**src/rtl/psrb_pkg.sv**
```systemverilog
// Shared types and constants of the packet sequence reorder buffer.
`default_nettype none

package psrb_pkg;

    localparam int unsigned WINDOW_DEF   = 8;
    localparam int unsigned TAG_BITS_DEF = 16;

    localparam int unsigned SEQ_W  = 32;
    localparam int unsigned TAG_W  = 16;
    localparam int unsigned FUNC_W = 2;
    localparam int unsigned THR_W  = 4;
    localparam int unsigned IDX_W  = 6;   // slot index, covers the largest window
    localparam int unsigned CNT_W  = 8;   // held count and threshold compare width

    localparam logic [THR_W-1:0] THR_RESET = 4'd8;

    localparam logic [FUNC_W-1:0] FUNC_ARRIVE = 2'd0;
    localparam logic [FUNC_W-1:0] FUNC_FLUSH  = 2'd1;
    localparam logic [FUNC_W-1:0] FUNC_CLEAR  = 2'd2;

    typedef enum logic [1:0] {
        ST_IDLE,
        ST_SCAN,
        ST_FIN
    } t_state;

    typedef struct packed {
        logic             hit;
        logic [IDX_W-1:0] hit_idx;
        logic [TAG_W-1:0] hit_tag;
        logic             any;
        logic [IDX_W-1:0] min_idx;
        logic [SEQ_W-1:0] min_seq;
        logic [TAG_W-1:0] min_tag;
        logic             free;
        logic [IDX_W-1:0] free_idx;
    } t_scan;

    typedef struct packed {
        logic [TAG_W-1:0] tag;
        logic [SEQ_W-1:0] seq;
        logic [SEQ_W-1:0] skip;
        logic             last;
    } t_result;

endpackage

`default_nettype wire

```
**src/rtl/psrb_if.sv**
```systemverilog
// Handshake channel interfaces of the packet sequence reorder buffer.
`default_nettype none

interface psrb_in_if;
    logic                        valid;
    logic                        ready;
    logic [psrb_pkg::FUNC_W-1:0] func;
    logic [psrb_pkg::SEQ_W-1:0]  seq_number;
    logic [psrb_pkg::TAG_W-1:0]  packet_tag;

    modport source (output valid, output func, output seq_number, output packet_tag,
                    input ready);
    modport sink   (input valid, input func, input seq_number, input packet_tag,
                    output ready);
endinterface

interface psrb_out_if;
    logic                       valid;
    logic                       ready;
    logic [psrb_pkg::TAG_W-1:0] out_tag;
    logic [psrb_pkg::SEQ_W-1:0] out_seq;
    logic [psrb_pkg::SEQ_W-1:0] skipped_before;
    logic                       last;

    modport source (output valid, output out_tag, output out_seq, output skipped_before,
                    output last, input ready);
    modport sink   (input valid, input out_tag, input out_seq, input skipped_before,
                    input last, output ready);
endinterface

interface psrb_cfg_if;
    logic                       valid;
    logic                       ready;
    logic [psrb_pkg::THR_W-1:0] data;

    modport source (output valid, output data, input ready);
    modport sink   (input valid, input data, output ready);
endinterface

`default_nettype wire

```
**src/rtl/psrb_mem.sv**
```systemverilog
// Slot store: one write port, one read port with registered read data.
`default_nettype none

module psrb_mem #(
    parameter int unsigned DEPTH = psrb_pkg::WINDOW_DEF,
    parameter int unsigned WIDTH = psrb_pkg::SEQ_W + psrb_pkg::TAG_W,
    localparam int unsigned AW   = $clog2(DEPTH)
) (
    input  wire logic             i_clk,
    input  wire logic             i_we,
    input  wire logic [AW-1:0]    i_waddr,
    input  wire logic [WIDTH-1:0] i_wdata,
    input  wire logic [AW-1:0]    i_raddr,
    output logic      [WIDTH-1:0] o_rdata
);

    logic [WIDTH-1:0] r_mem [DEPTH];
    logic [WIDTH-1:0] r_rdata;

    always_ff @(posedge i_clk) begin
        if (i_we) begin
            r_mem[i_waddr] <= i_wdata;
        end
        r_rdata <= r_mem[i_raddr];
    end

    assign o_rdata = r_rdata;

endmodule

`default_nettype wire

```
**src/rtl/psrb_scan.sv**
```systemverilog
// Shared slot compare unit: match, minimum and first free slot, one slot per enabled cycle.
`default_nettype none

module psrb_scan #(
    parameter int unsigned WINDOW = psrb_pkg::WINDOW_DEF,
    localparam int unsigned AW    = $clog2(WINDOW)
) (
    input  wire logic                       i_clk,
    input  wire logic                       i_rst_n,
    input  wire logic                       i_clr,
    input  wire logic                       i_en,
    input  wire logic [AW-1:0]              i_idx,
    input  wire logic                       i_slot_vld,
    input  wire logic [psrb_pkg::SEQ_W-1:0] i_seq,
    input  wire logic [psrb_pkg::TAG_W-1:0] i_tag,
    input  wire logic [psrb_pkg::SEQ_W-1:0] i_key,
    output psrb_pkg::t_scan                 o_res
);

    psrb_pkg::t_scan r_res;
    logic            eq;
    logic            le;

    assign eq = (i_seq == i_key);
    assign le = (i_seq <= r_res.min_seq);

    always_ff @(posedge i_clk) begin
        if (!i_rst_n || i_clr) begin
            r_res.hit  <= 1'b0;
            r_res.any  <= 1'b0;
            r_res.free <= 1'b0;
        end else if (i_en) begin
            if (i_slot_vld && eq && !r_res.hit) begin
                r_res.hit     <= 1'b1;
                r_res.hit_idx <= psrb_pkg::IDX_W'(i_idx);
                r_res.hit_tag <= i_tag;
            end
            if (i_slot_vld && (!r_res.any || le)) begin
                r_res.any     <= 1'b1;
                r_res.min_idx <= psrb_pkg::IDX_W'(i_idx);
                r_res.min_seq <= i_seq;
                r_res.min_tag <= i_tag;
            end
            if (!i_slot_vld && !r_res.free) begin
                r_res.free     <= 1'b1;
                r_res.free_idx <= psrb_pkg::IDX_W'(i_idx);
            end
        end
    end

    assign o_res = r_res;

endmodule

`default_nettype wire

```
**src/rtl/packet_sequence_reorder_buffer_unit.sv**
```systemverilog
// Packet sequence reorder buffer: top level with sequencer and output register.
//
// Input channel i_in carries one word per command: func 0 delivers a packet
// (seq_number, packet_tag), func 1 flushes all held packets, func 2 clears the
// session. Output channel o_out returns released packets in sequence order,
// with the count of numbers skipped before each and last set on the final one
// of a command. i_cfg writes the 4-bit reorder threshold, taken every cycle.
// Packets and flushes work through the slot store with one compare unit that
// looks at one slot per cycle. A packet is accepted, then gets one pass for the
// duplicate and free slot check (a duplicate, or a packet that finds no free
// slot, ends there), then one pass per released packet plus a final pass and
// the closing state. A flush is the same without the first pass; a clear or a
// dropped packet is done once accepted. i_in.ready is high only between commands.
// Results leave through a one-word output register; a stalled receiver holds
// the sequencer at the next release, while a new command may be accepted with
// the final word still waiting. Reset (synchronous, active low) clears the
// store, the last delivered number and the output, and sets the threshold to 8.
`default_nettype none

module packet_sequence_reorder_buffer_unit #(
    parameter int unsigned WINDOW   = psrb_pkg::WINDOW_DEF,
    parameter int unsigned TAG_BITS = psrb_pkg::TAG_BITS_DEF
) (
    input  wire logic  i_clk,
    input  wire logic  i_rst_n,
    psrb_in_if.sink    i_in,
    psrb_out_if.source o_out,
    psrb_cfg_if.sink   i_cfg
);

    localparam int unsigned AW = $clog2(WINDOW);
    localparam int unsigned HW = $clog2(WINDOW + 1);
    localparam int unsigned TW = (TAG_BITS < psrb_pkg::TAG_W) ? TAG_BITS : psrb_pkg::TAG_W;
    localparam int unsigned MW = psrb_pkg::SEQ_W + TW;
    localparam logic [psrb_pkg::CNT_W-1:0] WIN_C = psrb_pkg::CNT_W'(WINDOW);

    psrb_pkg::t_state r_state;
    psrb_pkg::t_state n_state;

    logic [psrb_pkg::THR_W-1:0] r_thr;
    logic [psrb_pkg::SEQ_W-1:0] r_last;
    logic [WINDOW-1:0]          r_valid;
    logic [HW-1:0]              r_held;
    logic                       r_drain;
    logic                       r_force;
    logic [psrb_pkg::SEQ_W-1:0] r_key;
    logic [TW-1:0]              r_tag;
    logic [HW-1:0]              r_cnt;
    logic                       r_pvld;
    logic [AW-1:0]              r_pidx;
    logic                       r_pend_vld;
    psrb_pkg::t_result          r_pend;
    logic                       r_out_vld;
    psrb_pkg::t_result          r_out;

    logic                       in_acc;
    logic                       in_go;
    logic                       scan_done;
    logic                       out_free;
    logic [psrb_pkg::CNT_W-1:0] thr_ext;
    logic [psrb_pkg::CNT_W-1:0] thr_eff;
    logic                       below_thr;
    logic                       ins_ok;
    logic                       d_end;
    logic                       d_stall;
    logic [AW-1:0]              emit_idx;
    logic [psrb_pkg::SEQ_W-1:0] emit_seq;
    psrb_pkg::t_result          emit_res;

    logic                       c_start;
    logic                       c_issue;
    logic                       c_ins;
    logic                       c_emit;
    logic                       c_push;
    logic                       c_fin_push;
    logic                       c_clear;

    psrb_pkg::t_scan            res;
    logic [MW-1:0]              rdata;
    logic [psrb_pkg::SEQ_W-1:0] rd_seq;
    logic [psrb_pkg::TAG_W-1:0] rd_tag;

    psrb_mem #(
        .DEPTH (WINDOW),
        .WIDTH (MW)
    ) u_mem (
        .i_clk   (i_clk),
        .i_we    (c_ins),
        .i_waddr (res.free_idx[AW-1:0]),
        .i_wdata ({r_key, r_tag}),
        .i_raddr (r_cnt[AW-1:0]),
        .o_rdata (rdata)
    );

    assign rd_seq = rdata[MW-1:TW];
    assign rd_tag = psrb_pkg::TAG_W'(rdata[TW-1:0]);

    psrb_scan #(
        .WINDOW (WINDOW)
    ) u_scan (
        .i_clk      (i_clk),
        .i_rst_n    (i_rst_n),
        .i_clr      (c_start),
        .i_en       (r_pvld),
        .i_idx      (r_pidx),
        .i_slot_vld (r_valid[r_pidx]),
        .i_seq      (rd_seq),
        .i_tag      (rd_tag),
        .i_key      (r_key),
        .o_res      (res)
    );

    assign in_acc    = i_in.valid && i_in.ready;
    assign in_go     = ((i_in.func == psrb_pkg::FUNC_ARRIVE) && (i_in.seq_number > r_last))
                    || (i_in.func == psrb_pkg::FUNC_FLUSH);
    assign scan_done = (r_cnt == HW'(WINDOW)) && !r_pvld;
    assign out_free  = !r_out_vld || o_out.ready;

    assign thr_ext   = psrb_pkg::CNT_W'(r_thr);
    assign thr_eff   = (thr_ext == '0) ? psrb_pkg::CNT_W'(1)
                     : ((thr_ext > WIN_C) ? WIN_C : thr_ext);
    assign below_thr = psrb_pkg::CNT_W'(r_held) < thr_eff;

    assign ins_ok    = !res.hit && res.free;
    assign d_end     = (r_held == '0) || (!res.hit && !r_force && below_thr);
    assign d_stall   = r_pend_vld && !out_free;

    assign emit_idx      = res.hit ? res.hit_idx[AW-1:0] : res.min_idx[AW-1:0];
    assign emit_seq      = res.hit ? r_key : res.min_seq;
    assign emit_res.tag  = res.hit ? res.hit_tag : res.min_tag;
    assign emit_res.seq  = emit_seq;
    assign emit_res.skip = res.hit ? '0 : (res.min_seq - r_key);
    assign emit_res.last = 1'b0;

    // next state
    always_comb begin
        n_state = r_state;
        unique case (r_state)
            psrb_pkg::ST_IDLE: begin
                if (in_acc && in_go) begin
                    n_state = psrb_pkg::ST_SCAN;
                end
            end
            psrb_pkg::ST_SCAN: begin
                if (scan_done) begin
                    if (!r_drain) begin
                        n_state = ins_ok ? psrb_pkg::ST_SCAN : psrb_pkg::ST_IDLE;
                    end else if (d_end) begin
                        n_state = psrb_pkg::ST_FIN;
                    end
                end
            end
            psrb_pkg::ST_FIN: begin
                if (!r_pend_vld || out_free) begin
                    n_state = psrb_pkg::ST_IDLE;
                end
            end
            default: n_state = psrb_pkg::ST_IDLE;
        endcase
    end

    // sequencer controls
    always_comb begin
        c_issue    = 1'b0;
        c_ins      = 1'b0;
        c_emit     = 1'b0;
        c_fin_push = 1'b0;
        c_clear    = 1'b0;
        c_start    = 1'b0;
        unique case (r_state)
            psrb_pkg::ST_IDLE: begin
                c_start = in_acc && in_go;
                c_clear = in_acc && (i_in.func == psrb_pkg::FUNC_CLEAR);
            end
            psrb_pkg::ST_SCAN: begin
                c_issue = r_cnt < HW'(WINDOW);
                c_ins   = scan_done && !r_drain && ins_ok;
                c_emit  = scan_done && r_drain && !d_end && !d_stall;
                c_start = c_ins || c_emit;
            end
            psrb_pkg::ST_FIN: begin
                c_fin_push = r_pend_vld && out_free;
            end
            default: begin
            end
        endcase
        c_push = (c_emit && r_pend_vld) || c_fin_push;
    end

    always_ff @(posedge i_clk) begin
        if (!i_rst_n) begin
            r_state    <= psrb_pkg::ST_IDLE;
            r_thr      <= psrb_pkg::THR_RESET;
            r_last     <= '0;
            r_valid    <= '0;
            r_held     <= '0;
            r_drain    <= 1'b0;
            r_force    <= 1'b0;
            r_cnt      <= '0;
            r_pvld     <= 1'b0;
            r_pend_vld <= 1'b0;
            r_out_vld  <= 1'b0;
        end else begin
            r_state <= n_state;
            if (i_cfg.valid) begin
                r_thr <= i_cfg.data;
            end
            if (c_clear) begin
                r_last  <= '0;
                r_valid <= '0;
                r_held  <= '0;
            end
            if (in_acc) begin
                r_drain <= (i_in.func == psrb_pkg::FUNC_FLUSH);
                r_force <= (i_in.func == psrb_pkg::FUNC_FLUSH);
                r_key   <= (i_in.func == psrb_pkg::FUNC_FLUSH) ? r_last + 1'b1
                                                               : i_in.seq_number;
                r_tag   <= i_in.packet_tag[TW-1:0];
            end
            if (c_ins) begin
                r_valid[res.free_idx[AW-1:0]] <= 1'b1;
                r_held  <= r_held + 1'b1;
                r_drain <= 1'b1;
                r_key   <= r_last + 1'b1;
            end
            if (c_emit) begin
                r_valid[emit_idx] <= 1'b0;
                r_held     <= r_held - 1'b1;
                r_last     <= emit_seq;
                r_key      <= emit_seq + 1'b1;
                r_pend_vld <= 1'b1;
                r_pend     <= emit_res;
            end
            if (c_fin_push) begin
                r_pend_vld <= 1'b0;
            end
            if (c_start) begin
                r_cnt <= '0;
            end else if (c_issue) begin
                r_cnt <= r_cnt + 1'b1;
            end
            r_pvld <= c_issue;
            if (c_push) begin
                r_out_vld <= 1'b1;
            end else if (o_out.ready) begin
                r_out_vld <= 1'b0;
            end
        end
        r_pidx <= r_cnt[AW-1:0];
        if (c_push) begin
            r_out <= '{tag: r_pend.tag, seq: r_pend.seq, skip: r_pend.skip,
                       last: c_fin_push};
        end
    end

    assign i_in.ready           = (r_state == psrb_pkg::ST_IDLE);
    assign i_cfg.ready          = 1'b1;
    assign o_out.valid          = r_out_vld;
    assign o_out.out_tag        = r_out.tag;
    assign o_out.out_seq        = r_out.seq;
    assign o_out.skipped_before = r_out.skip;
    assign o_out.last           = r_out.last;

    a_held_count: assert property (@(posedge i_clk) disable iff (!i_rst_n)
        32'(r_held) == $countones(r_valid))
        else $error("held count out of step with slot valid bits");

    a_clear: assert property (@(posedge i_clk) disable iff (!i_rst_n)
        (in_acc && i_in.func == psrb_pkg::FUNC_CLEAR) |=> (r_held == '0 && r_last == '0))
        else $error("session clear left state behind");

    a_idle_no_pend: assert property (@(posedge i_clk) disable iff (!i_rst_n)
        (r_state == psrb_pkg::ST_IDLE) |-> !r_pend_vld)
        else $error("idle with an unsent word");

    a_pend_seq: assert property (@(posedge i_clk) disable iff (!i_rst_n)
        r_pend_vld |-> (r_pend.seq == r_last))
        else $error("pending word does not match last delivered number");

endmodule

`default_nettype wire

```
**src/flat_wrapper.sv**
```systemverilog
// flat-port wrapper written by rule: the top's interface ports become plain ports
module packet_sequence_reorder_buffer_unit_flat 
#(
    parameter int unsigned WINDOW   = psrb_pkg::WINDOW_DEF,
    parameter int unsigned TAG_BITS = psrb_pkg::TAG_BITS_DEF
)
  (i_clk, i_rst_n, i_in_valid, i_in_func, i_in_seq_number, i_in_packet_tag, i_in_ready, o_out_valid, o_out_out_tag, o_out_out_seq, o_out_skipped_before, o_out_last, o_out_ready, i_cfg_valid, i_cfg_data, i_cfg_ready);
  psrb_in_if i_in_i ();
  psrb_out_if o_out_i ();
  psrb_cfg_if i_cfg_i ();
  input  wire logic i_clk;
  input  wire logic i_rst_n;
  input wire logic [$bits(i_in_i.valid)-1:0] i_in_valid;
  input wire logic [$bits(i_in_i.func)-1:0] i_in_func;
  input wire logic [$bits(i_in_i.seq_number)-1:0] i_in_seq_number;
  input wire logic [$bits(i_in_i.packet_tag)-1:0] i_in_packet_tag;
  output wire logic [$bits(i_in_i.ready)-1:0] i_in_ready;
  output wire logic [$bits(o_out_i.valid)-1:0] o_out_valid;
  output wire logic [$bits(o_out_i.out_tag)-1:0] o_out_out_tag;
  output wire logic [$bits(o_out_i.out_seq)-1:0] o_out_out_seq;
  output wire logic [$bits(o_out_i.skipped_before)-1:0] o_out_skipped_before;
  output wire logic [$bits(o_out_i.last)-1:0] o_out_last;
  input wire logic [$bits(o_out_i.ready)-1:0] o_out_ready;
  input wire logic [$bits(i_cfg_i.valid)-1:0] i_cfg_valid;
  input wire logic [$bits(i_cfg_i.data)-1:0] i_cfg_data;
  output wire logic [$bits(i_cfg_i.ready)-1:0] i_cfg_ready;
  assign i_in_i.valid = i_in_valid;
  assign i_in_i.func = i_in_func;
  assign i_in_i.seq_number = i_in_seq_number;
  assign i_in_i.packet_tag = i_in_packet_tag;
  assign i_in_ready = i_in_i.ready;
  assign o_out_valid = o_out_i.valid;
  assign o_out_out_tag = o_out_i.out_tag;
  assign o_out_out_seq = o_out_i.out_seq;
  assign o_out_skipped_before = o_out_i.skipped_before;
  assign o_out_last = o_out_i.last;
  assign o_out_i.ready = o_out_ready;
  assign i_cfg_i.valid = i_cfg_valid;
  assign i_cfg_i.data = i_cfg_data;
  assign i_cfg_ready = i_cfg_i.ready;
  packet_sequence_reorder_buffer_unit #(.WINDOW(WINDOW), .TAG_BITS(TAG_BITS)) u_core (.i_clk(i_clk), .i_rst_n(i_rst_n), .i_in(i_in_i), .o_out(o_out_i), .i_cfg(i_cfg_i));
endmodule
```
**config.mk**
```make
export PLATFORM = sky130hd
export DESIGN_NAME = packet_sequence_reorder_buffer_unit_flat
export DESIGN_NICKNAME = d
export VERILOG_FILES = /design/src/rtl/psrb_pkg.sv /design/src/rtl/psrb_if.sv /design/src/rtl/psrb_mem.sv /design/src/rtl/psrb_scan.sv /design/src/rtl/packet_sequence_reorder_buffer_unit.sv /design/src/flat_wrapper.sv
export SDC_FILE = /design/constraint.sdc
export NUM_CORES = 1
export LEC_CHECK = 0
export ABC_AREA = 1
export BUFFER_PORTS_ARGS = -buffer_cell sky130_fd_sc_hd__buf_2
export CORE_MARGIN = 2
export CORE_UTILIZATION = 45
export DETAILED_ROUTE_END_ITERATION = 16
export HOLD_SLACK_MARGIN = 0.12
export PLACE_DENSITY = 0.71
export SKIP_CTS_REPAIR_TIMING = 1
export SYNTH_ARGS = -nofsm -noshare
export SYNTH_HDL_FRONTEND = slang
export SYNTH_SLANG_ARGS = --single-unit
export TNS_END_PERCENT = 20
```
**constraint.sdc**
```tcl
create_clock -name i_clk -period 13.6 [get_ports i_clk]
set_input_delay 1.36 -clock i_clk [delete_from_list [all_inputs] [get_ports i_clk]]
set_output_delay 1.36 -clock i_clk [all_outputs]
set_load 0.01 [all_outputs]
```
==> reports/results.txt <==
Data on the critical path is required at its endpoint by 13.85 ns. The time the worst path needs with I/O delays and setup came out at 4.677 ns. Buffers placed on the I/O ports in this run total 141.

Master cell of the clock root buffer: sky130_fd_sc_hd__clkbuf_16. The finished layout holds 4294 standard cells, fillers aside. Synthesis produced a netlist with a net count of 3287. Summing all non-filler instances in the final layout gives an area of 38370 µm². Most frequent standard cell in the layout excluding fill and tap cells: sky130_fd_sc_hd__edfxtp_1. Net switching is 23.94% of the power. The synthesis-to-finish area growth is 12.68%, and the number of buffers on the longest clock path is 3.

The region available for standard cell placement spans 74700 µm². The pin count of the biggest net entering global routing came out at 96. The count of flip-flops with a built-in enable after synthesis is 666. TritonCTS built the clock tree. The first-pass GRT wire length is 134900 µm, and the clock transition time at the flip-flop clock pins of the worst setup and hold paths is 0.06 ns.

Setup repair after global routing left no endpoint under its margin. The instance count along the most critical hold path works out to 0. In this run the worst setup path begins at u_core.r_cnt[0]$_SDFFE_PP0P_. The worst setup path category is reg2reg. The biggest fanout along the worst timing path was 82; the number of clock buffers inserted by TritonCTS was 78. The length in cells of the worst reg-to-reg path is 10. The deepest level of the CTS H-tree is 3.

The tools report the utilization after layout as 51.36%. The tools report the reg-to-reg setup timing slack as 8.92 ns. The capturing element type of the critical path was a flop. For this configuration, the core starts out at a cell density of 45.58%. Setup violations remaining at the end of the flow were counted as 0. The flow ran to the end, and the final reports show no timing, DRC or antenna violations. The antenna diode count is 0, and the iteration-0 DRC count of the detailed router is 2577. On the final layout, the worst hold slack is 0.4075 ns. After detailed placement, the total cell area comes to 35820 µm². Clock tree synthesis found a total of 779 sinks. The sequential power share was 52.4%. In this run the tightest slew margin relative to its limit is 23.91%.

The tools report the endpoint of the worst hold-timing path as u_core.r_pidx[2]$_DFF_P_. The post-detailed-placement half-perimeter wirelength was 59710 µm; the detailed-route via count was 23540. The total grt overflow was 0.

Cell internal power was estimated by the tool at 3.918 mW. The worst hold path begins at u_core.r_cnt[2]$_SDFFE_PP0P_. Measured along the x axis, the die boundary spans 279.1 µm. The total of warnings raised by yosys came out at 0.

For the die footprint, the log shows 77880 µm². Counting flops with an async set or reset pin after synthesis yields a share of 0%. The logs give 0 for the count of endpoints failing hold in the final timing report and 77.28 µV for the worst IR drop on VDD.

In this run the cell area of the synthesized design comes to 34050 µm². The worst register-to-register path ends at u_core.r_pend[65]$_DFFE_PP_. Combinational logic burns 6.6% of the power. The congestion estimate from routability-driven global placement came to 0.9686.

For the post-route antenna net violation count, the log shows 0. Sequential cells were found to cover 65.38% of the synthesized design area. After floorplanning, the core was divided into 100 placement rows. Launching element type of the critical path: a flop. The number of antenna violations at the first check in global routing is 1, and the post-route DRC violation count is 0. 143 I/O pins were placed.

After filler insertion, the fill cell instance count of the layout stands at 6462. For this run, the leading register cell type out of synthesis is sky130_fd_sc_hd__edfxtp_1. The die extent in y was 279.1 µm; the arrival time reported for the critical path endpoint was 4.92 ns.

The number of vias per cell after detailed routing was 5.483. The final critical path takes up 34.39% of the cycle. Number of detailed-routing iterations run before antenna repair: 6. Max-cap violations in this run came to 0. The run gives 22170 as the number of global-route vias before repair. The top cell types in the final layout, fill and taps aside, are 666 x sky130_fd_sc_hd__edfxtp_1, 534 x sky130_fd_sc_hd__nor2_1, 398 x sky130_fd_sc_hd__nand2_1, 306 x sky130_fd_sc_hd__o21ai_0, 254 x sky130_fd_sc_hd__inv_1. In the final layout, the share of cells above drive strength 1 is 11.25%. Total instance count after detailed placement: 4149.

The min-delay analysis places its worst path in the category reg2reg. The actual slew at the worst max-slew pin is 1.141 ns. The logs give 1.233 mW for the net load switching power and 52 for the number of distinct library cell variants in the gate-level netlist after synthesis. The average size of a mapped cell is 10.90 µm². The reported leakage power is 14.10 nW, and the part of the total power dissipated in the clock network is 41.0%. For this design the ratio of total power to cell area is 134.3 nW/µm².

The startpoint of the worst-slack reg-to-reg timing path was u_core.r_cnt[0]$_SDFFE_PP0P_. Clock skew on the completed layout was measured at 0.02863 ns. The post-synthesis register bit count was 779. The mean routed wirelength per cell came out at 20.90 µm. The total count of max-transition violations in the final report came out at 0. The tools report the routed wire length as 89740 µm. Based on the critical path, the design can be clocked at up to 213.8 MHz.

For the clock insertion delay at the later pin of the skew report, the log shows 0.64 ns. After technology mapping, the gate count stands at 3123. Global routing used 22.89% of the available tracks across all layers. In the final timing run, aggregate negative setup slack is 0 ns. Total number of nets in the final design: 3424.
## cell usage after synthesis (13+ instances only)
master / n / area [µm²]
sky130_fd_sc_hd__a21oi_1: 110 / 550.5
sky130_fd_sc_hd__a31oi_1: 62 / 387.9
sky130_fd_sc_hd__clkbuf_1: 82 / 307.8
sky130_fd_sc_hd__dfxtp_1: 113 / 2262
sky130_fd_sc_hd__edfxtp_1: 666 / 20000
sky130_fd_sc_hd__ha_1: 104 / 1301
sky130_fd_sc_hd__inv_1: 255 / 957.2
sky130_fd_sc_hd__nand2_1: 398 / 1494
sky130_fd_sc_hd__nand3_1: 79 / 395.4
sky130_fd_sc_hd__nand4_1: 43 / 269.0
sky130_fd_sc_hd__nor2_1: 545 / 2046
sky130_fd_sc_hd__nor3_1: 39 / 195.2
sky130_fd_sc_hd__o21a_1: 13 / 97.59
sky130_fd_sc_hd__o21ai_0: 306 / 1531
sky130_fd_sc_hd__o21ai_1: 22 / 110.1
sky130_fd_sc_hd__o22ai_1: 49 / 306.5
sky130_fd_sc_hd__or2_2: 15 / 93.84
sky130_fd_sc_hd__xor2_1: 62 / 543.0
## critical path: stages (launching register included)
cell and delay, ns:
sky130_fd_sc_hd__dfxtp_4 0.52, sky130_fd_sc_hd__inv_4 0.18, sky130_fd_sc_hd__ha_1 0.17, sky130_fd_sc_hd__nand4_1 0.14, sky130_fd_sc_hd__nor2_1 0.18, sky130_fd_sc_hd__nand3_2 0.08, sky130_fd_sc_hd__buf_4 0.30, sky130_fd_sc_hd__inv_1 0.72
sky130_fd_sc_hd__nand2_1 0.73, sky130_fd_sc_hd__clkinv_2 0.27, sky130_fd_sc_hd__buf_4 0.81
## how the worst max path moves through the flow
stage | to | slack (ns)
2_1_floorplan | u_core.o_out.last$_DFFE_PP_ | 7.43
3_3_place_gp | u_core.r_pend[66]$_DFFE_PP_ | 8.68
3_5_place_dp | u_core.r_pend[71]$_DFFE_PP_ | 8.51
4_1_cts | u_core.r_pend[77]$_DFFE_PP_ | 8.95
5_1_grt | u_core.r_pend[66]$_DFFE_PP_ | 8.56
6_report | u_core.r_pend[65]$_DFFE_PP_ | 8.92
## stage by stage
| step | worst slack [ns] | power (mW) |
|---|---|---|
| 3_5_place_dp | 8.513 | 3.085 |
| 4_1_cts | 8.949 | 5.178 |
| 2_1_floorplan | 7.427 | 2.951 |
| 6_report | 8.923 | 5.151 |
| 3_3_place_gp | 8.676 | 3.079 |
| 5_1_grt | 8.562 | 5.321 |
## kinds of logic (layout without fill, tap and decap cells)
kind of cell,count (synthesis),in the layout,share of synthesized area (%)
compound gates,613,613,10.06
xor+xnor,71,71,1.826
fa+ha+maj,105,105,3.881
buf+inv,378,580,4.321
flops,779,779,65.38
mux,4,4,0.1176
other cells,1,1,0.01101
simple gates,1172,1172,14.40
## metal layers
layer	share of wire [%]	GRT usage [%]	up-vias
met2	47	36.65	890
met3	7.5	3.447	150
met5	0.014	0	-
li1	-	-	11200
met1	43	32.05	11300
met4	2.9	7.596	2
## sequential cells by signal, summed over array words and instances (netlist names), 2 cells and up
| name | flops |
|---|---|
| u_core.o_out.skipped_before | 32 |
| u_core.o_out.out_tag | 16 |
| u_core.r_key | 32 |
| u_core.r_last | 32 |
| u_core.r_pend | 80 |
| u_core.r_thr | 4 |
| u_core.r_pidx | 3 |
| u_core.r_tag | 16 |
| u_core.u_mem.r_mem | 384 |
| u_core.r_valid | 8 |
| u_core.r_cnt | 4 |
| u_core.r_held | 4 |
| u_core.o_out.out_seq | 32 |
| u_core.u_scan.o_res | 76 |
| u_core.r_state | 2 |
| u_core.u_mem.o_rdata | 48 |
## cell type report
cell class	instances	area, µm²	share of cell area [%]
Sequential cell	779	22270	58.05
Multi-Input combinational cell	1966	10420	27.15
Clock buffer	102	2103	5.482
Tap cell	969	1212	3.160
Inverter	265	999.7	2.606
Timing Repair Buffer	170	923.4	2.407
Clock inverter	43	439.2	1.145
## power groups by stage
stage	Combinational (mW)	Sequential, mW	Clock [mW]
2_1_floorplan	0.241	2.71	0
3_3_place_gp	0.331	2.75	0
6_report	0.339	2.70	2.11
4_1_cts	0.337	2.70	2.14
3_5_place_dp	0.335	2.75	0
5_1_grt	0.384	2.70	2.23
Power figures use the tool's default switching activity.
